`src/rtl/core/leader_election_node_defines.svh`:
```
// Assertion macros shared by the leader election node RTL
`ifndef LEADER_ELECTION_NODE_DEFINES_SVH
`define LEADER_ELECTION_NODE_DEFINES_SVH

// same-cycle implication, sampled on clk, off during rst
`define LENODE_ASSERT_IMP(name, ante, cons, msg) \
  name: assert property (@(posedge clk) disable iff (rst) (ante) |-> (cons)) else $error(msg);

// next-cycle implication, sampled on clk, off during rst
`define LENODE_ASSERT_NXT(name, ante, cons, msg) \
  name: assert property (@(posedge clk) disable iff (rst) (ante) |=> (cons)) else $error(msg);

`endif

```
`src/rtl/core/lenode_pkg.sv`:
```
// Shared widths, types and codes of the leader election node
`timescale 1ns / 1ps

package lenode_pkg;

  localparam int HALF_W    = 64;
  localparam int ADDR_W    = 2 * HALF_W;
  localparam int DIGIT_W   = 8;
  localparam int MEAN_W    = 16;
  localparam int KIND_W    = 3;
  localparam int ACTION_W  = 2;
  localparam int ROLE_W    = 2;
  localparam int CFG_IDX_W = 2;
  localparam int HEARD_W   = 8;

  localparam int MAX_CLIENTS_DEF = 16;
  localparam int MEAN_WEIGHT_DEF = 16;

  typedef logic [KIND_W-1:0]    kind_t;
  typedef logic [ACTION_W-1:0]  action_t;
  typedef logic [ROLE_W-1:0]    role_t;
  typedef logic [CFG_IDX_W-1:0] cfg_idx_t;
  typedef logic [HEARD_W-1:0]   heard_t;

  localparam kind_t KIND_INTERVAL = 3'd0;
  localparam kind_t KIND_BCAST    = 3'd1;
  localparam kind_t KIND_ALIVE    = 3'd2;
  localparam kind_t KIND_TIMEOUT  = 3'd3;
  localparam kind_t KIND_JOIN     = 3'd4;
  localparam kind_t KIND_SENSOR   = 3'd5;
  localparam kind_t KIND_THRESH   = 3'd6;

  localparam action_t ACT_BCAST   = 2'd0;
  localparam action_t ACT_QUERY   = 2'd1;
  localparam action_t ACT_REG     = 2'd2;
  localparam action_t ACT_PUBLISH = 2'd3;

  localparam role_t ROLE_DISCOVER = 2'd0;
  localparam role_t ROLE_CLIENT   = 2'd1;
  localparam role_t ROLE_COORD    = 2'd2;

  localparam cfg_idx_t CFG_OWN_HIGH = 2'd0;
  localparam cfg_idx_t CFG_OWN_LOW  = 2'd1;

  localparam heard_t HEARD_MAX = '1;
  localparam heard_t HEARD_ONE = 8'd1;

endpackage

```
`src/rtl/core/lenode_in_if.sv`:
```
// Event channel of the leader election node
`timescale 1ns / 1ps

interface lenode_in_if;
  import lenode_pkg::*;

  logic                     valid;
  logic                     ready;
  kind_t                    kind;
  logic [HALF_W-1:0]        addr_high;
  logic [HALF_W-1:0]        addr_low;
  logic signed [MEAN_W-1:0] sensor_value;

  modport source (output valid, kind, addr_high, addr_low, sensor_value, input ready);
  modport sink   (input valid, kind, addr_high, addr_low, sensor_value, output ready);
endinterface

```
`src/rtl/core/lenode_out_if.sv`:
```
// Action channel of the leader election node
`timescale 1ns / 1ps

interface lenode_out_if;
  import lenode_pkg::*;

  logic                     valid;
  logic                     ready;
  action_t                  action;
  logic [HALF_W-1:0]        target_high;
  logic [HALF_W-1:0]        target_low;
  logic signed [MEAN_W-1:0] mean_value;
  role_t                    role;
  logic                     last;

  modport source (output valid, action, target_high, target_low, mean_value, role, last,
                  input ready);
  modport sink   (input valid, action, target_high, target_low, mean_value, role, last,
                  output ready);
endinterface

```
`src/rtl/core/lenode_cfg_if.sv`:
```
// Configuration write channel of the leader election node
`timescale 1ns / 1ps

interface lenode_cfg_if;
  import lenode_pkg::*;

  logic              valid;
  logic              ready;
  cfg_idx_t          index;
  logic [HALF_W-1:0] data;

  modport source (output valid, index, data, input ready);
  modport sink   (input valid, index, data, output ready);
endinterface

```
`src/rtl/core/lenode_ram.sv`:
```
// Generic single-port-write, registered-read RAM
`timescale 1ns / 1ps

module lenode_ram #(
  parameter int WIDTH = 8,
  parameter int DEPTH = 16,
  localparam int AW = (DEPTH > 1) ? $clog2(DEPTH) : 1
) (
  input  logic             clk,
  input  logic             we,
  input  logic [AW-1:0]    waddr,
  input  logic [WIDTH-1:0] wdata,
  input  logic             re,
  input  logic [AW-1:0]    raddr,
  output logic [WIDTH-1:0] rdata
);

  logic [WIDTH-1:0] mem [DEPTH];

  always_ff @(posedge clk) begin
    if (we) begin
      mem[waddr] <= wdata;
    end
    if (re) begin
      rdata <= mem[raddr];
    end
  end

endmodule

```
`src/rtl/core/leader_election_node.sv`:
```
// Leader election controller of one network node
//
// Channels: evt takes one event (kind, address, sensor value); act gives the
// actions it causes, with last set on the final one; cfg writes the node's own
// address (index 0 upper half, index 1 lower half) and is always ready.
// One event is worked at a time; evt.ready is high while the node is idle.
// States worked per event:
//   alive, join, threshold to coordinator, unknown kind: idle state only
//   broadcast: the addresses compared one byte per cycle in the compare state
//   broadcast action or register action: the emit state
//   interval as coordinator: read and emit per client, one table read each
//   sensor as coordinator: magnitude state, ACC_W-bit restoring divider
//   giving one quotient bit per cycle (ACC_W = 21 at a weight of 16)
// Results sit in an output register; when act stalls, the sequencer holds at
// the next result until the register is free.
// Reset puts the node in discover with broadcasting on, the mean at -1 and
// the client table empty; table entries are written before they are read.
`timescale 1ns / 1ps
`include "leader_election_node_defines.svh"

module leader_election_node #(
  parameter int MAX_CLIENTS = lenode_pkg::MAX_CLIENTS_DEF,
  parameter int MEAN_WEIGHT = lenode_pkg::MEAN_WEIGHT_DEF
) (
  input logic          clk,
  input logic          rst,
  lenode_in_if.sink    evt,
  lenode_out_if.source act,
  lenode_cfg_if.sink   cfg
);
  import lenode_pkg::*;

  localparam int IDX_W     = (MAX_CLIENTS > 1) ? $clog2(MAX_CLIENTS) : 1;
  localparam int CNT_W     = $clog2(MAX_CLIENTS + 1);
  localparam int W_W       = $clog2(MEAN_WEIGHT + 1);
  localparam int ACC_W     = MEAN_W + $clog2(MEAN_WEIGHT) + 1;
  localparam int CMP_STEPS = ADDR_W / DIGIT_W;
  localparam int STEP_W    = ($clog2(ACC_W) > $clog2(CMP_STEPS)) ?
                             $clog2(ACC_W) : $clog2(CMP_STEPS);

  localparam logic [STEP_W-1:0]    CMP_LAST = STEP_W'(CMP_STEPS - 1);
  localparam logic [STEP_W-1:0]    DIV_LAST = STEP_W'(ACC_W - 1);
  localparam logic [CNT_W-1:0]     CNT_MAX  = CNT_W'(MAX_CLIENTS);
  localparam logic [CNT_W-1:0]     CNT_ONE  = CNT_W'(1);
  localparam logic signed [ACC_W-1:0] WM1   = ACC_W'(MEAN_WEIGHT - 1);
  localparam logic [W_W:0]         DIVISOR  = (W_W + 1)'(MEAN_WEIGHT);

  localparam logic [3:0] S_IDLE  = 4'd0;
  localparam logic [3:0] S_CMP   = 4'd1;
  localparam logic [3:0] S_ABS   = 4'd2;
  localparam logic [3:0] S_DIV   = 4'd3;
  localparam logic [3:0] S_EMIT  = 4'd4;
  localparam logic [3:0] S_QRD   = 4'd5;
  localparam logic [3:0] S_QEMIT = 4'd6;

  logic [3:0]               state;
  logic [ADDR_W-1:0]        own_addr;
  logic [ADDR_W-1:0]        last_heard;
  logic [ADDR_W-1:0]        coord_addr;
  role_t                    role_reg;
  logic                     broadcasting;
  logic                     heard_activity;
  heard_t                   heard_count;
  logic [CNT_W-1:0]         client_count;
  logic signed [MEAN_W-1:0] running_mean;

  logic [STEP_W-1:0]        step;
  logic                     cmp_lt;
  logic                     cmp_gt;
  logic                     cmp_ne;
  logic signed [ACC_W-1:0]  acc;
  logic                     acc_neg;
  logic [ACC_W-1:0]         dq;
  logic [W_W-1:0]           rem;
  logic [IDX_W-1:0]         qidx;
  action_t                  em_action;

  logic                     out_valid;
  action_t                  out_action;
  logic [ADDR_W-1:0]        out_target;
  logic signed [MEAN_W-1:0] out_mean;
  role_t                    out_role;
  logic                     out_last;

  logic                     accept;
  logic                     out_free;
  logic                     out_load;
  logic                     tbl_we;
  logic [IDX_W-1:0]         tbl_waddr;
  logic [ADDR_W-1:0]        tbl_wdata;
  logic                     tbl_re;
  logic [ADDR_W-1:0]        tbl_rdata;
  logic                     join_ok;
  logic                     found_coord;

  logic [DIGIT_W-1:0]       own_dig;
  logic [DIGIT_W-1:0]       heard_dig;
  logic [DIGIT_W-1:0]       coord_dig;
  logic                     lt_fin;
  logic                     ne_fin;
  logic                     fall_back;

  logic [W_W:0]             rem_sh;
  logic                     div_ge;
  logic [W_W:0]             rem_sub;
  logic [ACC_W-1:0]         quot_fin;
  logic [MEAN_W-1:0]        quot_cut;
  logic                     q_last;

  assign accept    = evt.valid && evt.ready;
  assign evt.ready = (state == S_IDLE);
  assign cfg.ready = 1'b1;
  assign out_free  = !out_valid || act.ready;
  assign out_load  = out_free && ((state == S_EMIT) || (state == S_QEMIT));

  assign act.valid       = out_valid;
  assign act.action      = out_action;
  assign act.target_high = out_target[ADDR_W-1:HALF_W];
  assign act.target_low  = out_target[HALF_W-1:0];
  assign act.mean_value  = out_mean;
  assign act.role        = out_role;
  assign act.last        = out_last;

  assign join_ok     = (role_reg == ROLE_COORD) && (client_count < CNT_MAX);
  assign found_coord = (role_reg == ROLE_DISCOVER) && (heard_count == HEARD_ONE) &&
                       broadcasting;

  assign tbl_we    = accept && (((evt.kind == KIND_JOIN) && join_ok) ||
                                ((evt.kind == KIND_THRESH) && found_coord));
  assign tbl_waddr = (evt.kind == KIND_THRESH) ? '0 : client_count[IDX_W-1:0];
  assign tbl_wdata = (evt.kind == KIND_THRESH) ? own_addr :
                     {evt.addr_high, evt.addr_low};
  assign tbl_re    = (state == S_QRD);

  assign own_dig   = own_addr[ADDR_W-1 -: DIGIT_W];
  assign heard_dig = last_heard[ADDR_W-1 -: DIGIT_W];
  assign coord_dig = coord_addr[ADDR_W-1 -: DIGIT_W];
  assign lt_fin    = cmp_lt || (!cmp_lt && !cmp_gt && (own_dig < heard_dig));
  assign ne_fin    = cmp_ne || (coord_dig != heard_dig);
  assign fall_back = (role_reg != ROLE_DISCOVER) && ne_fin;

  assign rem_sh   = {rem, dq[ACC_W-1]};
  assign div_ge   = (rem_sh >= DIVISOR);
  assign rem_sub  = rem_sh - DIVISOR;
  assign quot_fin = {dq[ACC_W-2:0], div_ge};
  assign quot_cut = quot_fin[MEAN_W-1:0];

  assign q_last = ((CNT_W'(qidx) + CNT_ONE) == client_count);

  lenode_ram #(
    .WIDTH (ADDR_W),
    .DEPTH (MAX_CLIENTS)
  ) u_table (
    .clk   (clk),
    .we    (tbl_we),
    .waddr (tbl_waddr),
    .wdata (tbl_wdata),
    .re    (tbl_re),
    .raddr (qidx),
    .rdata (tbl_rdata)
  );

  always_ff @(posedge clk) begin
    if (rst) begin
      state          <= S_IDLE;
      own_addr       <= '0;
      last_heard     <= '0;
      coord_addr     <= '0;
      role_reg       <= ROLE_DISCOVER;
      broadcasting   <= 1'b1;
      heard_activity <= 1'b0;
      heard_count    <= '0;
      client_count   <= '0;
      running_mean   <= '1;
      out_valid      <= 1'b0;
    end else begin
      if (cfg.valid && cfg.ready) begin
        unique case (cfg.index)
          CFG_OWN_HIGH: own_addr[ADDR_W-1:HALF_W] <= cfg.data;
          CFG_OWN_LOW:  own_addr[HALF_W-1:0]      <= cfg.data;
          default: ;
        endcase
      end

      if (out_load) begin
        out_valid <= 1'b1;
      end else if (act.ready) begin
        out_valid <= 1'b0;
      end

      unique case (state)
        S_IDLE: begin
          if (accept) begin
            unique case (evt.kind)
              KIND_INTERVAL: begin
                if (role_reg == ROLE_DISCOVER && broadcasting) begin
                  em_action <= ACT_BCAST;
                  state     <= S_EMIT;
                end else if (role_reg == ROLE_COORD && client_count != '0) begin
                  qidx  <= '0;
                  state <= S_QRD;
                end
              end
              KIND_BCAST: begin
                heard_activity <= 1'b1;
                last_heard     <= {evt.addr_high, evt.addr_low};
                step           <= '0;
                cmp_lt         <= 1'b0;
                cmp_gt         <= 1'b0;
                cmp_ne         <= 1'b0;
                state          <= S_CMP;
              end
              KIND_ALIVE: begin
                heard_activity <= 1'b1;
              end
              KIND_TIMEOUT: begin
                if (role_reg != ROLE_COORD && !heard_activity) begin
                  coord_addr   <= '0;
                  role_reg     <= ROLE_DISCOVER;
                  broadcasting <= 1'b1;
                  em_action    <= ACT_BCAST;
                  state        <= S_EMIT;
                end
                heard_activity <= 1'b0;
              end
              KIND_JOIN: begin
                if (join_ok) begin
                  client_count <= client_count + CNT_ONE;
                end
              end
              KIND_SENSOR: begin
                if (role_reg == ROLE_COORD) begin
                  acc   <= ACC_W'(running_mean) * WM1 + ACC_W'(evt.sensor_value);
                  state <= S_ABS;
                end
              end
              KIND_THRESH: begin
                if (role_reg == ROLE_DISCOVER) begin
                  if (heard_count == HEARD_ONE) begin
                    if (broadcasting) begin
                      role_reg     <= ROLE_COORD;
                      coord_addr   <= own_addr;
                      client_count <= CNT_ONE;
                      running_mean <= evt.sensor_value;
                    end else begin
                      role_reg   <= ROLE_CLIENT;
                      coord_addr <= last_heard;
                      em_action  <= ACT_REG;
                      state      <= S_EMIT;
                    end
                  end
                  heard_count <= '0;
                end
              end
              default: ;
            endcase
          end
        end

        S_CMP: begin
          own_addr   <= {own_addr[ADDR_W-DIGIT_W-1:0], own_dig};
          last_heard <= {last_heard[ADDR_W-DIGIT_W-1:0], heard_dig};
          coord_addr <= (step == CMP_LAST && fall_back) ? '0 :
                        {coord_addr[ADDR_W-DIGIT_W-1:0], coord_dig};
          if (!cmp_lt && !cmp_gt) begin
            cmp_lt <= (own_dig < heard_dig);
            cmp_gt <= (own_dig > heard_dig);
          end
          cmp_ne <= ne_fin;
          step   <= step + STEP_W'(1);
          if (step == CMP_LAST) begin
            if (fall_back) begin
              role_reg <= ROLE_DISCOVER;
            end
            if (fall_back || role_reg == ROLE_DISCOVER) begin
              if (heard_count != HEARD_MAX) begin
                heard_count <= heard_count + HEARD_ONE;
              end
              broadcasting <= !lt_fin && (fall_back || broadcasting);
            end
            state <= S_IDLE;
          end
        end

        S_ABS: begin
          acc_neg <= acc[ACC_W-1];
          dq      <= acc[ACC_W-1] ? $unsigned(-acc) : $unsigned(acc);
          rem     <= '0;
          step    <= '0;
          state   <= S_DIV;
        end

        S_DIV: begin
          rem  <= div_ge ? rem_sub[W_W-1:0] : rem_sh[W_W-1:0];
          dq   <= quot_fin;
          step <= step + STEP_W'(1);
          if (step == DIV_LAST) begin
            running_mean <= acc_neg ? $signed(~quot_cut + MEAN_W'(1)) : $signed(quot_cut);
            em_action    <= ACT_PUBLISH;
            state        <= S_EMIT;
          end
        end

        S_EMIT: begin
          if (out_free) begin
            out_action <= em_action;
            out_role   <= role_reg;
            out_last   <= 1'b1;
            out_mean   <= (em_action == ACT_PUBLISH) ? running_mean : '0;
            priority case (em_action)
              ACT_BCAST: out_target <= own_addr;
              ACT_REG:   out_target <= coord_addr;
              default:   out_target <= '0;
            endcase
            state <= S_IDLE;
          end
        end

        S_QRD: begin
          state <= S_QEMIT;
        end

        S_QEMIT: begin
          if (out_free) begin
            out_action <= ACT_QUERY;
            out_role   <= role_reg;
            out_last   <= q_last;
            out_mean   <= '0;
            out_target <= tbl_rdata;
            if (q_last) begin
              state <= S_IDLE;
            end else begin
              qidx  <= qidx + IDX_W'(1);
              state <= S_QRD;
            end
          end
        end

        default: state <= S_IDLE;
      endcase
    end
  end

  `LENODE_ASSERT_IMP(a_count_bound, 1'b1, client_count <= CNT_MAX, "client count beyond table size")
  `LENODE_ASSERT_IMP(a_coord_has_client, role_reg == ROLE_COORD, client_count != '0, "coordinator with empty table")
  `LENODE_ASSERT_NXT(a_bcast_compares, accept && evt.kind == KIND_BCAST, state == S_CMP, "broadcast event did not start compare")
  `LENODE_ASSERT_IMP(a_query_as_coord, act.valid && act.action == ACT_QUERY, act.role == ROLE_COORD, "query issued outside coordinator role")

endmodule

```
`src/flat_wrapper.sv`:
```
// flat-port wrapper written by rule: the top's interface ports become plain ports
module leader_election_node_flat import lenode_pkg::*;
#(
  parameter int MAX_CLIENTS = lenode_pkg::MAX_CLIENTS_DEF,
  parameter int MEAN_WEIGHT = lenode_pkg::MEAN_WEIGHT_DEF
)
  (clk, rst, evt_valid, evt_kind, evt_addr_high, evt_addr_low, evt_sensor_value, evt_ready, act_valid, act_action, act_target_high, act_target_low, act_mean_value, act_role, act_last, act_ready, cfg_valid, cfg_index, cfg_data, cfg_ready);
  lenode_in_if evt_i ();
  lenode_out_if act_i ();
  lenode_cfg_if cfg_i ();
  input logic clk;
  input logic rst;
  input wire logic [$bits(evt_i.valid)-1:0] evt_valid;
  input wire logic [$bits(evt_i.kind)-1:0] evt_kind;
  input wire logic [$bits(evt_i.addr_high)-1:0] evt_addr_high;
  input wire logic [$bits(evt_i.addr_low)-1:0] evt_addr_low;
  input wire logic [$bits(evt_i.sensor_value)-1:0] evt_sensor_value;
  output wire logic [$bits(evt_i.ready)-1:0] evt_ready;
  output wire logic [$bits(act_i.valid)-1:0] act_valid;
  output wire logic [$bits(act_i.action)-1:0] act_action;
  output wire logic [$bits(act_i.target_high)-1:0] act_target_high;
  output wire logic [$bits(act_i.target_low)-1:0] act_target_low;
  output wire logic [$bits(act_i.mean_value)-1:0] act_mean_value;
  output wire logic [$bits(act_i.role)-1:0] act_role;
  output wire logic [$bits(act_i.last)-1:0] act_last;
  input wire logic [$bits(act_i.ready)-1:0] act_ready;
  input wire logic [$bits(cfg_i.valid)-1:0] cfg_valid;
  input wire logic [$bits(cfg_i.index)-1:0] cfg_index;
  input wire logic [$bits(cfg_i.data)-1:0] cfg_data;
  output wire logic [$bits(cfg_i.ready)-1:0] cfg_ready;
  assign evt_i.valid = evt_valid;
  assign evt_i.kind = evt_kind;
  assign evt_i.addr_high = evt_addr_high;
  assign evt_i.addr_low = evt_addr_low;
  assign evt_i.sensor_value = evt_sensor_value;
  assign evt_ready = evt_i.ready;
  assign act_valid = act_i.valid;
  assign act_action = act_i.action;
  assign act_target_high = act_i.target_high;
  assign act_target_low = act_i.target_low;
  assign act_mean_value = act_i.mean_value;
  assign act_role = act_i.role;
  assign act_last = act_i.last;
  assign act_i.ready = act_ready;
  assign cfg_i.valid = cfg_valid;
  assign cfg_i.index = cfg_index;
  assign cfg_i.data = cfg_data;
  assign cfg_ready = cfg_i.ready;
  leader_election_node #(.MAX_CLIENTS(MAX_CLIENTS), .MEAN_WEIGHT(MEAN_WEIGHT)) u_core (.clk(clk), .rst(rst), .evt(evt_i), .act(act_i), .cfg(cfg_i));
endmodule
```
`config.mk`:
```
export PLATFORM = sky130hd
export DESIGN_NAME = leader_election_node_flat
export DESIGN_NICKNAME = d
export VERILOG_FILES = /design/src/rtl/core/lenode_pkg.sv /design/src/rtl/core/lenode_in_if.sv /design/src/rtl/core/lenode_out_if.sv /design/src/rtl/core/lenode_cfg_if.sv /design/src/rtl/core/lenode_ram.sv /design/src/rtl/core/leader_election_node.sv /design/src/flat_wrapper.sv
export VERILOG_INCLUDE_DIRS = /design/src /design/src/rtl/core
export SDC_FILE = /design/constraint.sdc
export NUM_CORES = 2
export LEC_CHECK = 0
export BUFFER_PORTS_ARGS = -buffer_cell sky130_fd_sc_hd__buf_2
export CAP_MARGIN = 10
export CORE_MARGIN = 3
export CORE_UTILIZATION = 55
export DETAILED_ROUTE_END_ITERATION = 16
export GPL_TIMING_DRIVEN = 0
export PLACE_DENSITY_LB_ADDON = 0.1
export SETUP_SLACK_MARGIN = 0.5
export SLEW_MARGIN = 20
export SYNTH_ARGS = -nofsm -noshare
export SYNTH_HDL_FRONTEND = slang
export SYNTH_HIERARCHICAL = 1
export SYNTH_SLANG_ARGS = --single-unit
```
`constraint.sdc`:
```
create_clock -name clk -period 15.5 [get_ports clk]
set_clock_uncertainty 0.2 [all_clocks]
set_input_delay 3.1 -clock clk [delete_from_list [all_inputs] [get_ports clk]]
set_output_delay 3.1 -clock clk [all_outputs]
set_load 0.01 [all_outputs]
```
==> results.txt <==
Status = finished, final reports clean
Netlist cell types = 76
Worst-Skew Late Latency = 0.95 ns
Core area = 207300 um^2
Hold Path Sink = u_core/last_heard[67]$_SDFFE_PP0P_
Worst Setup Start Kind = primary input
Avg WL per Cell = 35.38 um
Share of layout cells above drive strength 1 = 19.45%
Asr flop ratio synth = 0%
Reg2reg end = u_core/u_table/mem[8][47]$_DFFE_PP_
Global route overflow = 0
HPWL after DPL = 295.7 mm
# hold bufs at CTS = 0
Largest stage delay, worst path = 0.95 ns
First-pass GRT wire length = 556.5 mm
Die height = 462.8 um
Final hold violation count = 0
Crit Path Class = primary input to register
Crit-path max FO = 10
Final hold slack = 0.2996 ns
Final Max Slew Viols = 0
Cells after DPL = 10792
Worst r2r src = u_core/broadcasting$_SDFFE_PP1P_
Vias per Instance = 6.550
DRT antenna net count = 0
H-tree levels = 5
Syn Inst Count = 7415
Worst Path Arrival = 8.24 ns
TritonCTS Buffers = 304
CP Cell Sequence = buf_2, clkbuf_1, nand3b_1, clkbuf_2, clkbuf_1, and2_1, nand3b_1, nor3_2, buf_4, buf_4, buf_4, buf_4, buf_4, buf_4
Most frequent cell after synthesis = edfxtp_1
Register area share after synthesis = 69.80%
Reg2reg path depth = 12
Top reg by flops = u_core/u_table/mem
Yosys top cell by area = edfxtp_1
Vias = 74403
Syn_area_per_cell = 15.48 um^2
Net Count, Synth = 7737
Port bufs = 366
Initial antenna violation count = 26
Peak supply drop = 0.0001457 V
Setup WS pre-CTS = 7.008 ns
Post-synthesis cell area = 114800 um^2
Slew margin rel. = 10.33%
Routability Congestion = 0.9833
Hold Startpoint = u_core/last_heard[59]$_SDFFE_PP0P_
Synthesis-to-finish area growth = 16.44%
Unrepaired setup endpoints after global routing = no
Total die area = 214200 um^2
Vias in the first global route = 71441
Die Wd = 462.8 um
Req. time, crit path = 15.95 ns
Io pins = 370
Primary FF master, synth = edfxtp_1
Final Non-Filler Cells = 11360
Worst slew pin tran = 1.334 ns
Number of flip-flops in the largest register = 2048
Final WL = 401.9 mm
CTS Root Cell = clkbuf_16
Largest net degree at the start of global routing = 59
Residual DRC = 0
Clk sinks = 2808
Tcrit/Tclk final = 50.27%
YS warnings = 6
EDFF count, synth = 2387
Max stage delay cell, worst path = clkbuf_1
# setup viols final = 0
Max_cap viols = 0
TritonCTS clock tree = built
CP Capture Type = register
WHS Path Cells = 2
Post-Route Setup TNS = 0 ns
Register bit count reported by yosys = 2808
Initial core utilization = 55.37%
Flop2flop setup slack = 9.66 ns
Max Freq = 128.3 MHz
Top post-synthesis cells by area = edfxtp_1, mux4_2, dfxtp_1
CTS clk-pin slew, worst paths = 0.06 ns
Clk buf depth = 4
Total power = 16.40 mW
Cell mode on critical path = buf_4
Critical Path Source = evt_kind[0]
Final net count = 8632
Top post-synthesis cells by count = edfxtp_1, nand2_1, nor2_1
# rows = 167
Final Worst Setup Slack = 7.708 ns
Min Clock Period, post-route = 7.792 ns
Pleak = 45.34 nW
Setup Buffers After CTS = 0
Yosys top cell area share = 62.45%
1st-iter DRT viols = 10785
HP Class = register to register
GRT Util Overall = 37.21%
Initial DRT Pass Iterations = 9
Pwr per Cell Area = 122.7 nW/um^2
Post-CTS Resized = 0
==> logic make-up after synthesis <==
logic type | share of synthesized area [%]
xor gates and xnor gates | 0.4960
buffers and inverters | 2.329
and+or+nand+nor | 6.584
AOI/OAI and AO/OA | 6.999
DFF | 69.80
adders and majority gates | 1.435
other | 0.003267
muxes | 12.36
==> placed cells by master, fill, tap and decap left out, types with 45 or more instances in the layout <==
cell type	count
buf_4	89
buf_12	70
clkbuf_16	309
clkbuf_1	403
nor2_1	468
a22oi_1	347
inv_1	123
a311oi_1	133
buf_16	55
a21oi_1	213
clkinv_2	45
fa_1	46
ha_1	58
a211oi_1	152
o31ai_1	133
mux4_2	476
edfxtp_1	2387
dfxtp_1	421
nand2_1	1061
buf_2	454
clkinv_1	55
mux2i_1	345
nor3_1	146
==> layer usage <==
layer  up-vias  part of all wire, %  global-route usage [%]  routed length [um]
met2      4635                   46                   56.24              183200
li1      30579                    -                       -                   -
met5         -               0.0032                       0                  13
met1     38399                   38                   51.12              152600
met3       788                   11                   8.439               42760
met4         2                  5.8                   19.20               23400
==> worst max-delay path by stage <==
stage / to / cells after the start
floorplan: u_core/u_table/mem[0][0]$_DFFE_PP_ / 7
global placement: u_core/u_table/mem[4][52]$_DFFE_PP_ / 8
detailed placement: u_core/u_table/mem[8][54]$_DFFE_PP_ / 14
CTS: u_core/u_table/mem[8][47]$_DFFE_PP_ / 14
global route: u_core/u_table/mem[8][47]$_DFFE_PP_ / 14
finish: u_core/u_table/mem[8][47]$_DFFE_PP_ / 14
==> worst max-delay path: cells and delay by family <==
| kind | cells | cell delay [ns] |
|---|---|---|
| buf+inv | 10 | 3.46 |
| simple gates | 4 | 1.64 |
==> per-stage QoR <==
| stage | utilization, % | area [um^2] |
|---|---|---|
| floorplan | - | 114800 |
| global placement | 57.94 | 120100 |
| detailed placement | 59.82 | 124000 |
| CTS | 64.43 | 133500 |
| global route | 64.44 | 133600 |
| finish | 64.47 | 133600 |
==> power by group <==
part | internal [mW] | leakage [nW] | total (mW) | switching (mW)
clock | 4.14 | 4.64 | 7.08 | 2.93
sequential | 8.33 | 25.0 | 8.49 | 0.164
combinational | 0.232 | 15.7 | 0.828 | 0.597
total | 12.7 | 45.3 | 16.4 | 3.69
==> cell type report <==
cell class	count	area (um^2)
buffer	507	2235
timing repair buffer	589	5539
clock inverter	156	1541
clock buffer	376	8004
inverter	127	484.2
multi-input combinational	3973	32150
fill	14966	73640
antenna	36	90.09
tap	2788	3488
sequential	2808	80110
(Power assumes the default switching activity.)
